`src/rtl/dau_pkg.sv`:
```
`default_nettype none
package dau_pkg;

   localparam int CRD_W       = 16;
   localparam int TOR_W       = 16;
   localparam int MAG_W       = 64;
   localparam int VEC_W       = 30;
   localparam int ISQ_STEPS   = 16;
   localparam int ISQ_PER     = 2;
   localparam int ISQ_STAGES  = ISQ_STEPS / ISQ_PER;
   localparam int NORM_STEPS  = 6;
   localparam int CORDIC_STEPS = 30;
   localparam int CX_W        = 33;
   localparam int CZ_W        = 34;

   localparam logic [29:0] ATAN_TAB [CORDIC_STEPS] = '{
      30'd536870912, 30'd316933406, 30'd167458907, 30'd85004756, 30'd42667331,
      30'd21354465, 30'd10680350, 30'd5340245, 30'd2670163, 30'd1335087,
      30'd667544, 30'd333772, 30'd166886, 30'd83443, 30'd41722,
      30'd20861, 30'd10430, 30'd5215, 30'd2608, 30'd1304,
      30'd652, 30'd326, 30'd163, 30'd81, 30'd41,
      30'd20, 30'd10, 30'd5, 30'd3, 30'd1
   };

   typedef struct packed {
      logic             valid;
      logic             xneg;
      logic             tneg;
      logic [MAG_W-1:0] xm;
      logic [MAG_W-1:0] ym;
   } mag_type;

   typedef struct packed {
      logic             valid;
      logic             xneg;
      logic             yneg;
      logic             zero;
      logic [VEC_W-1:0] x;
      logic [VEC_W-1:0] y;
   } vec_type;

   typedef struct packed {
      logic                   valid;
      logic signed [CZ_W-1:0] theta;
   } ang_type;

endpackage
`default_nettype wire

```
`src/rtl/dau_norm.sv`:
```
`default_nettype none
module dau_norm (
   input  wire logic             clock,
   input  wire logic             reset,
   input  wire logic             en,
   input  wire dau_pkg::mag_type mag,
   output dau_pkg::vec_type      vec
);
   import dau_pkg::*;

   typedef struct packed {
      logic             valid;
      logic             xneg;
      logic             yneg;
      logic             zero;
      logic [MAG_W-1:0] x;
      logic [MAG_W-1:0] y;
   } nrm_type;

   nrm_type st_src [NORM_STEPS];
   nrm_type st_in  [NORM_STEPS];
   nrm_type st_ff  [NORM_STEPS];

   for (genvar g = 0; g < NORM_STEPS; g++) begin : g_st
      localparam int K   = 32 >> g;
      localparam int THR = VEC_W - 1 + K;

      if (g == 0) begin : g_first
         always_comb begin
            st_src[g].valid = mag.valid;
            st_src[g].xneg  = mag.xneg;
            st_src[g].yneg  = mag.tneg && (mag.ym != '0);
            st_src[g].zero  = (mag.xm == '0) && (mag.ym == '0);
            st_src[g].x     = mag.xm;
            st_src[g].y     = mag.ym;
         end
      end else begin : g_next
         assign st_src[g] = st_ff[g-1];
      end

      always_comb begin
         st_in[g] = st_src[g];
         if (((st_src[g].x >> THR) != '0) || ((st_src[g].y >> THR) != '0)) begin
            st_in[g].x = st_src[g].x >> K;
            st_in[g].y = st_src[g].y >> K;
         end
      end

      always_ff @(posedge clock) begin
         if (reset) begin
            st_ff[g].valid <= 1'b0;
         end else if (en) begin
            st_ff[g] <= st_in[g];
         end
      end
   end

   always_comb begin
      vec.valid = st_ff[NORM_STEPS-1].valid;
      vec.xneg  = st_ff[NORM_STEPS-1].xneg;
      vec.yneg  = st_ff[NORM_STEPS-1].yneg;
      vec.zero  = st_ff[NORM_STEPS-1].zero;
      vec.x     = st_ff[NORM_STEPS-1].x[VEC_W-1:0];
      vec.y     = st_ff[NORM_STEPS-1].y[VEC_W-1:0];
   end

endmodule
`default_nettype wire

```
`config.mk`:
```
export PLATFORM = sky130hd
export DESIGN_NAME = dau_norm
export DESIGN_NICKNAME = d
export VERILOG_FILES = /design/src/rtl/dau_pkg.sv /design/src/rtl/dau_norm.sv
export SDC_FILE = /design/constraint.sdc
export NUM_CORES = 1
export LEC_CHECK = 0
export BUFFER_PORTS_ARGS = -buffer_cell sky130_fd_sc_hd__clkbuf_2
export CORE_MARGIN = 2
export CORE_UTILIZATION = 55
export CTS_CLUSTER_SIZE = 12
export DETAILED_ROUTE_END_ITERATION = 10
export GPL_TIMING_DRIVEN = 1
export PLACE_DENSITY_LB_ADDON = 0.15
export SLEW_MARGIN = 0
export SYNTH_ARGS = -nofsm -noshare
export SYNTH_HDL_FRONTEND = slang
export SYNTH_SLANG_ARGS = --single-unit
```
`constraint.sdc`:
```
create_clock -name clock -period 105.1 [get_ports clock]
set_input_delay 15.765 -clock clock [delete_from_list [all_inputs] [get_ports clock]]
set_output_delay 15.765 -clock clock [all_outputs]
set_load 0.01 [all_outputs]
```
# ---- Word level (Yosys, flattened, before mapping)
# Memory sizes are Yosys's and may differ from the RTL's.
# Cells that the tools add are included.
dict set report word_totals {
  wordCells 47
  input_bits 134
  mem_bits_rw 792
  latchBits 0
  regBits 0
  mem_count 1
  output_inout_bits 64
  rom_bits 0
}
# name words width read_ports rd_ports_with_merged_regs wr line_no
set mem_list {}
lappend mem_list {st_ff 6 132 6 0 6 dau_norm.sv:22} ;# nrm_type st_ff [NORM_STEPS];
dict set report op_classes {
  multipliers 0
  magnitude_cmp 0
  bitwise 6
  shifts 0
  n_mux 17
  eq_ne 0
  n_reduce_logical 23
  n_div 0
  add_sub_neg 0
}
# cell count
set ops {}
lappend ops {{64-bit nonzero test} 13}
lappend ops {{128-bit two-way mux} 6}
lappend ops {{64-bit zero test} 2}
lappend ops {{1-bit two-way mux} 11}
lappend ops {{1-bit logical OR} 6}
lappend ops {{1-bit OR} 6}
lappend ops {{1-bit logical AND} 2}

# ---- Depth between registers and ports, before layout
# Gate-level depths: netlist of run 1.
dict set report logic_depth {
  depth_word 4
  mapped_depth 7
  mapped_depth_nobuf 5
}

# ---- Least setup slack after synthesis of run 1
# Ideal clock, no wire load.
dict set report synth_path {
  path_type {input port to flip-flop}
  from {input port reset}
  to {memory st_ff[0][131] in the netlist's numbering (data pin)}
  path_buffers 0
  t_arrival_ps 49481
  t_required_ps 104778
  path_stages 2
  slack_ps 55297
  setup_ps 322
  path_cell_list {nor2b_1 and2_1}
}
# item line_no
set synth_lines {}
lappend synth_lines {{from (decl)} dau_norm.sv:4} ;# input wire logic reset,
lappend synth_lines {{to (decl)} dau_norm.sv:22}

==> impl_results.md, run 1 <==
- Status: finished clean
- Total track usage: 20.3%
- Synth Instances: 1,639
- Routed wire length per instance: 22.3 um
- Number of synthesized register bits: 724
- Port Buf Inserts: about 200
- Area contributors post-synth: edfxtp_1, mux2_2, clkbuf_1
- Fillers: 3,821
- Final setup TNS: 0 ns
- Crit start category: input pin
- Synth Warn #: 0
- Peak VDD IR: 12.0 uV
- Worst-path fanout max: around 180
- Slowest-stage cell, CP: buf_4
- LEAKAGE: 0.0110 uW
- Power Dens Cells: 18.5 nW/um^2
- CP top delay family: buffers and inverters
- Initial DRT Pass Iterations: 5
- Max-Cap Viols: 0
- EDFF count, synth: 724
- I/O pin count: approximately 200
- Final HPWL DP: ~38,000 um
- Fin worst setup slack: 86.26 ns
- Layout Nets: 1,851
- CP cell instances: clkbuf_2, nor2b_4, buf_12, buf_4, buf_4
- Clock Root Buffer: clkbuf_16
- Area leader, netlist: edfxtp_1
- Num rows: 84
- Final min period: 18.84 ns
- Via count: 13,300
- Hold slack final: 0.417 ns
- WP data required: 105.31 ns
- Bufs and invs on worst path: 4
- Pre-CTS setup slack: approximately 86 ns
- Internal: 472 uW
- Die span in y: 233 um
- Initial antenna violation count: 1
- Critical Path AT: 19.05 ns
- Final setup vio count: 0
- CTS clk-pin slew, worst paths: approximately 0.050 ns
- Regs by FF count: st_ff x724
- Worst Skew: 0.0307 ns
- Die extent in x: 233 um
- Worst setup path category: in2reg
- Area delta synth->final: 10.4%
- Worst rel slew slack: about 30%
- Clock Path Buffers: 3
- Register area share after synthesis: 75.1%
- Synth cell count leaders: edfxtp_1, mux2_2, clkbuf_1
- Via/cell ratio: ~5.4
- DRC: 0
- Switch share: roughly 20%
- Critical path's largest stage delay: 0.93 ns
- TritonCTS clock tree: done
- Setup Fix Bufs, Post-CTS: 0
- Total wire length: around 55,000 um
- Largest register by flop count: st_ff
- Clock sinks: 724
- Final Slew Violations: 0
- H-tree depth: 3
- ANT nets after route: 0
- Clk Latency, worst-skew pair: 0.61 ns
- Placeable Area: about 52,000 um^2
- TritonCTS Buffers: 75
- Asr flop ratio synth: 0%
- Combinational group share of total power: 3.3%
- Sequential power share: 56.9%
- Mean Syn Cell Area: between 15 and 20 um^2
- Switch Pwr: 120 uW
- Critical Path End Type: register
- Post-Route Utilization: 61.0%
- First-pass GRT wire length: 81,100 um
- GPL Wtd Cong: 0.893
- RSZ-0062 raised after global routing: false
- Final Hold Viols: 0
- Final worst path period share: 17.9%
- Synth cell types: 25
- Primary FF master, synth: edfxtp_1
- Final Non-Filler Cells: 2,449
- Inst Count DP: 2,328
- Worst Hold Class: reg2reg
- Area of the mapped netlist: between 20,000 and 30,000 um^2
- F_max: 53.1 MHz
- Actual slew at the worst max-slew pin: 1.05 ns
- Most frequent cell after synthesis: edfxtp_1
- Initial DRC count: 1,146
- Share of the synthesized area in the top cell type: 75.1%
- Max reg flops: 724
- Overflow after GRT: 0
- CP most frequent cell: buf_4
- Clock share of power: 39.8%
- Share of cells above drive strength 1: about a third
- Vias in the first global route: between 10,000 and 15,000
- Post-CTS Resized: 0
- Die area: ~54,000 um^2
- Initial Util: 55.3%
- Cts hold-fix bufs: 0
- Largest net degree at the start of global routing: 182
## worst register-to-register path: cells and delay by family, from the launching register on
family / cells / cell delay [ns]
AND/OR/NAND/NOR: 3 / 0.86
buffers and inverters: 1 / 0.72
multiplexers: 1 / 0.50
flip-flops: 1 / 0.42
## layout make-up
| class | instances | area (um^2) | area share, % |
|---|---|---|---|
| flip-flops and latches | 724 | 21700 | 68.0 |
| multi-input cells | 701 | 6080 | 19.0 |
| clock inverters | 30 | 181 | 0.568 |
| well taps | 688 | 861 | 2.69 |
| diodes | 1 | 2.50 | 0.00783 |
| clock buffers | 90 | 1950 | 6.12 |
| repair buffers | 215 | 1130 | 3.55 |
## metal layers
layer  wire, um  global-route usage [%]  up-vias  share of wire [%]
li1           -                       -     6301                  -
met1      25800                    30.8     6548                 47
met2      24500                    29.8      397                 45
met3       2830                    3.43       84                5.2
met4       1400                    7.44        0                2.6
met5          0                       0        -                  0
## kinds of logic after synthesis
logic type      count (synthesis)  share of synthesized area [%]
simple gates                  219                           4.63
other cells                     1                         0.0130
mux                           348                           13.5
buf+inv                       279                           4.92
flops                         724                           75.1
compound gates                 68                           1.82
## power groups by stage
stage / Sequential [uW] / Combinational [uW] / Clock, uW
global placement: 343 / 19.2 / 0
finish: 337 / 19.4 / 235
detailed placement: 343 / 19.2 / 0
floorplan: 355 / 13.1 / 0
CTS: 337 / 19.4 / 241
global route: 338 / 21.3 / 252
## per-stage QoR
stage	instance area [um^2]	power, uW
4_1_cts	31900	597
2_1_floorplan	29200	368
6_report	32000	592
3_5_place_dp	29800	362
3_3_place_gp	29800	362
5_1_grt	31900	612
## cell usage in the layout (no fill, tap or decap)
cell	instances
a21o_1	62
mux2_1	41
clkbuf_1	14
nor2_2	2
nor4_2	1
nor4_1	100
nor3_1	2
nand4_1	23
nor3_2	2
clkbuf_16	76
clkinv_8	1
clkinv_1	19
a41o_1	6
and2_1	7
diode_2	1
edfxtp_1	724
bufinv_16	1
nor2b_4	1
nor2_1	9
and3_1	60
nand3_2	2
or2_2	1
nor3_4	1
clkbuf_2	197
conb_1	66
clkinv_2	4
mux2_2	307
nor4_4	1
nand2_1	6
inv_6	5
buf_4	17
and2_2	1
buf_12	1
## path summary, 6_finish.rpt
path / from / end / slack, ns / cells past startpoint
worst min-delay path: st_ff[1][262] / st_ff[2][130] / 0.42 / 0
worst max register to register: st_ff[0][236] / st_ff[1][13] / 102.31 / 5
worst max-delay path: en / st_ff[2][203] / 86.26 / 5
worst min register to register: st_ff[1][262] / st_ff[2][130] / 0.42 / 0
(Power assumes the default switching activity.)
==> run 2: changes to the inputs <==
Clock period 105.1 ns to 18.7 ns, I/O delays scaled along.
==> run 2 against run 1 <==
Routed wire length down 4.5%; via count fell by 1.3%; count of clock-buffer cells in the layout up 1; power rose to 5.6 times the previous value; die area is the same; sequential power grew to 5.6 times the previous value; worst hold slack worse by 0.0072 ns; clock power rose to 5.6 times the previous value; setup slack got worse by 73 ns; utilization about the same; clock skew decreased by 0.013 ns.
==> impl_results.md, run 2 (synthesis gave the netlist of run 1 again) <==
- Largest register by flop count: st_ff
- Num rows: 84
- Commonest non-fill, non-tap cell in the layout: edfxtp_1
- Largest net degree at the start of global routing: approximately 200
- Fillers: 3,796
- RSZ-0062 raised after global routing: false
- LEAKAGE: 0.0109 uW
- Port Buf Inserts: 197
- DRC: 0
- Final setup vio count: 0
- Initial antenna violation count: 1
- Initial DRC count: about 1,100
- WP data required: roughly 19 ns
- Final HPWL DP: 35,800 um
- Routed wire length per instance: approximately 21 um
- Power Dens Cells: 104 nW/um^2
- F_max: 170 MHz
- CTS clk-pin slew, worst paths: 0.06 ns
- Worst setup path category: in2reg
- Inst Count DP: 2,325
- Total track usage: between 10% and 20%
- Die area: ~54,000 um^2
- Crit start category: input pin
- Max-Cap Viols: 0
- Critical Path End Type: register
- Internal: 2650 uW
- Post-CTS Resized: 0
- Final Hold Viols: 0
- Worst rel slew slack: 29.5%
- Clock Path Buffers: 3
- Area delta synth->final: 10.3%
- Clock share of power: 39.6%
- Final Slew Violations: 0
- Regs by FF count: st_ff x724
- Ant diodes: 0
- Final Non-Filler Cells: 2,440
- Max reg flops: a little over 700
- Status: finished clean
- Clk Latency, worst-skew pair: 0.59 ns
- First-pass GRT wire length: just under 80,000 um
- Final setup TNS: 0 ns
- Final worst path period share: 31.5%
- Critical Path AT: 6.10 ns
- Setup Fix Bufs, Post-CTS: 0
- Clock sinks: about 720
- I/O pin count: a little under 200
- Share of cells above drive strength 1: a little over a third
- Via count: 13,200
- Switch Pwr: 666 uW
- Switch share: about a fifth
- Actual slew at the worst max-slew pin: ~1.1 ns
- Pwr Total: 3320 uW
- Layout Nets: 1,848
- Worst Skew: about 0.018 ns
- Overflow after GRT: 0
- Vias in the first global route: roughly 13,000
- Pre-CTS setup slack: 12.13 ns
- Commonest cells after routing, fill and taps aside: edfxtp_1, mux2_2, clkbuf_2, nor4_1, clkbuf_16
- GPL Wtd Cong: 0.893
- Via/cell ratio: 5.39
- Initial Util: between 50% and 60%
- Placeable Area: 52,300 um^2
- Initial DRT Pass Iterations: 6
- Fin worst setup slack: ~13 ns
- Worst Hold Class: reg2reg
- Combinational group share of total power: 3.2%
- Final min period: roughly 5.9 ns
- Sequential power share: 57.1%
- TritonCTS clock tree: done
- Cts hold-fix bufs: 0
- ANT nets after route: 0
- Total wire length: between 50,000 and 60,000 um
- Clock Root Buffer: clkbuf_16
- Die extent in x: 233 um
- Hold slack final: between 0.4 and 0.5 ns
- TritonCTS Buffers: 75
- Flop2flop setup slack: 15.53 ns
- Peak VDD IR: between 50 and 60 uV
- Worst-path fanout max: 173
- H-tree depth: 3
- Die span in y: 233 um
## run 2: changes by cell type in the layout (fill, tap and decap cells not counted), sizes merged
cell | before | now
clkinv | 24 | 19
buf | 18 | 15
bufinv | 1 | 0
clkbuf | 287 | 288
clkinvlp | 0 | 1
diode | 1 | 0
inv | 5 | 4
## run 2: path summary, 6_finish.rpt
| path | from | end | depth (start not counted) |
|---|---|---|---|
| setup reg to reg | st_ff[0][236] | st_ff[1][87] | 5 |
| hold reg to reg | st_ff[0][128] | st_ff[0][260] | 0 |
| setup / recovery | en | st_ff[2][28] | 5 |
| hold / removal | st_ff[0][128] | st_ff[0][260] | 0 |
## run 2: critical path, cell delays in order
cell and delay [ns]:
clkbuf_2 0.09, nor2b_4 0.51, buf_12 0.67, buf_4 0.91, buf_4 0.96
## run 2: layout make-up
class | count | area [um^2] | share of cell area [%]
timing repair buffer | 212 | 1120 | 3.52
clock buffer | 91 | 1980 | 6.20
sequential | 724 | 21700 | 68.1
tap | 688 | 861 | 2.70
multi-input combinational | 701 | 6080 | 19.0
clock inverter | 24 | 148 | 0.462
## run 2: through the flow
stage | util, % | cell area, um^2
after floorplan | - | 29200
after global placement | 56.9 | 29800
after detailed placement | 56.9 | 29800
after CTS | 61.0 | 31900
after global routing | 61.0 | 31900
final | 61.0 | 31900
## run 2: power groups by stage
stage	sequential, uW	clock [uW]	combinational, uW
final	1890	1310	107
after global routing	1900	1410	118
after CTS	1900	1340	108
after detailed placement	1930	0	106
after global placement	1930	0	106
after floorplan	1930	0	73.6
## run 2: routing by layer
metal,up-vias,global-route usage [%],share of wire [%]
li1,6303,-,-
met1,6387,30.8,50
met2,392,27.1,43
met3,76,2.92,5.0
met4,2,6.84,2.4
met5,-,0,0.033
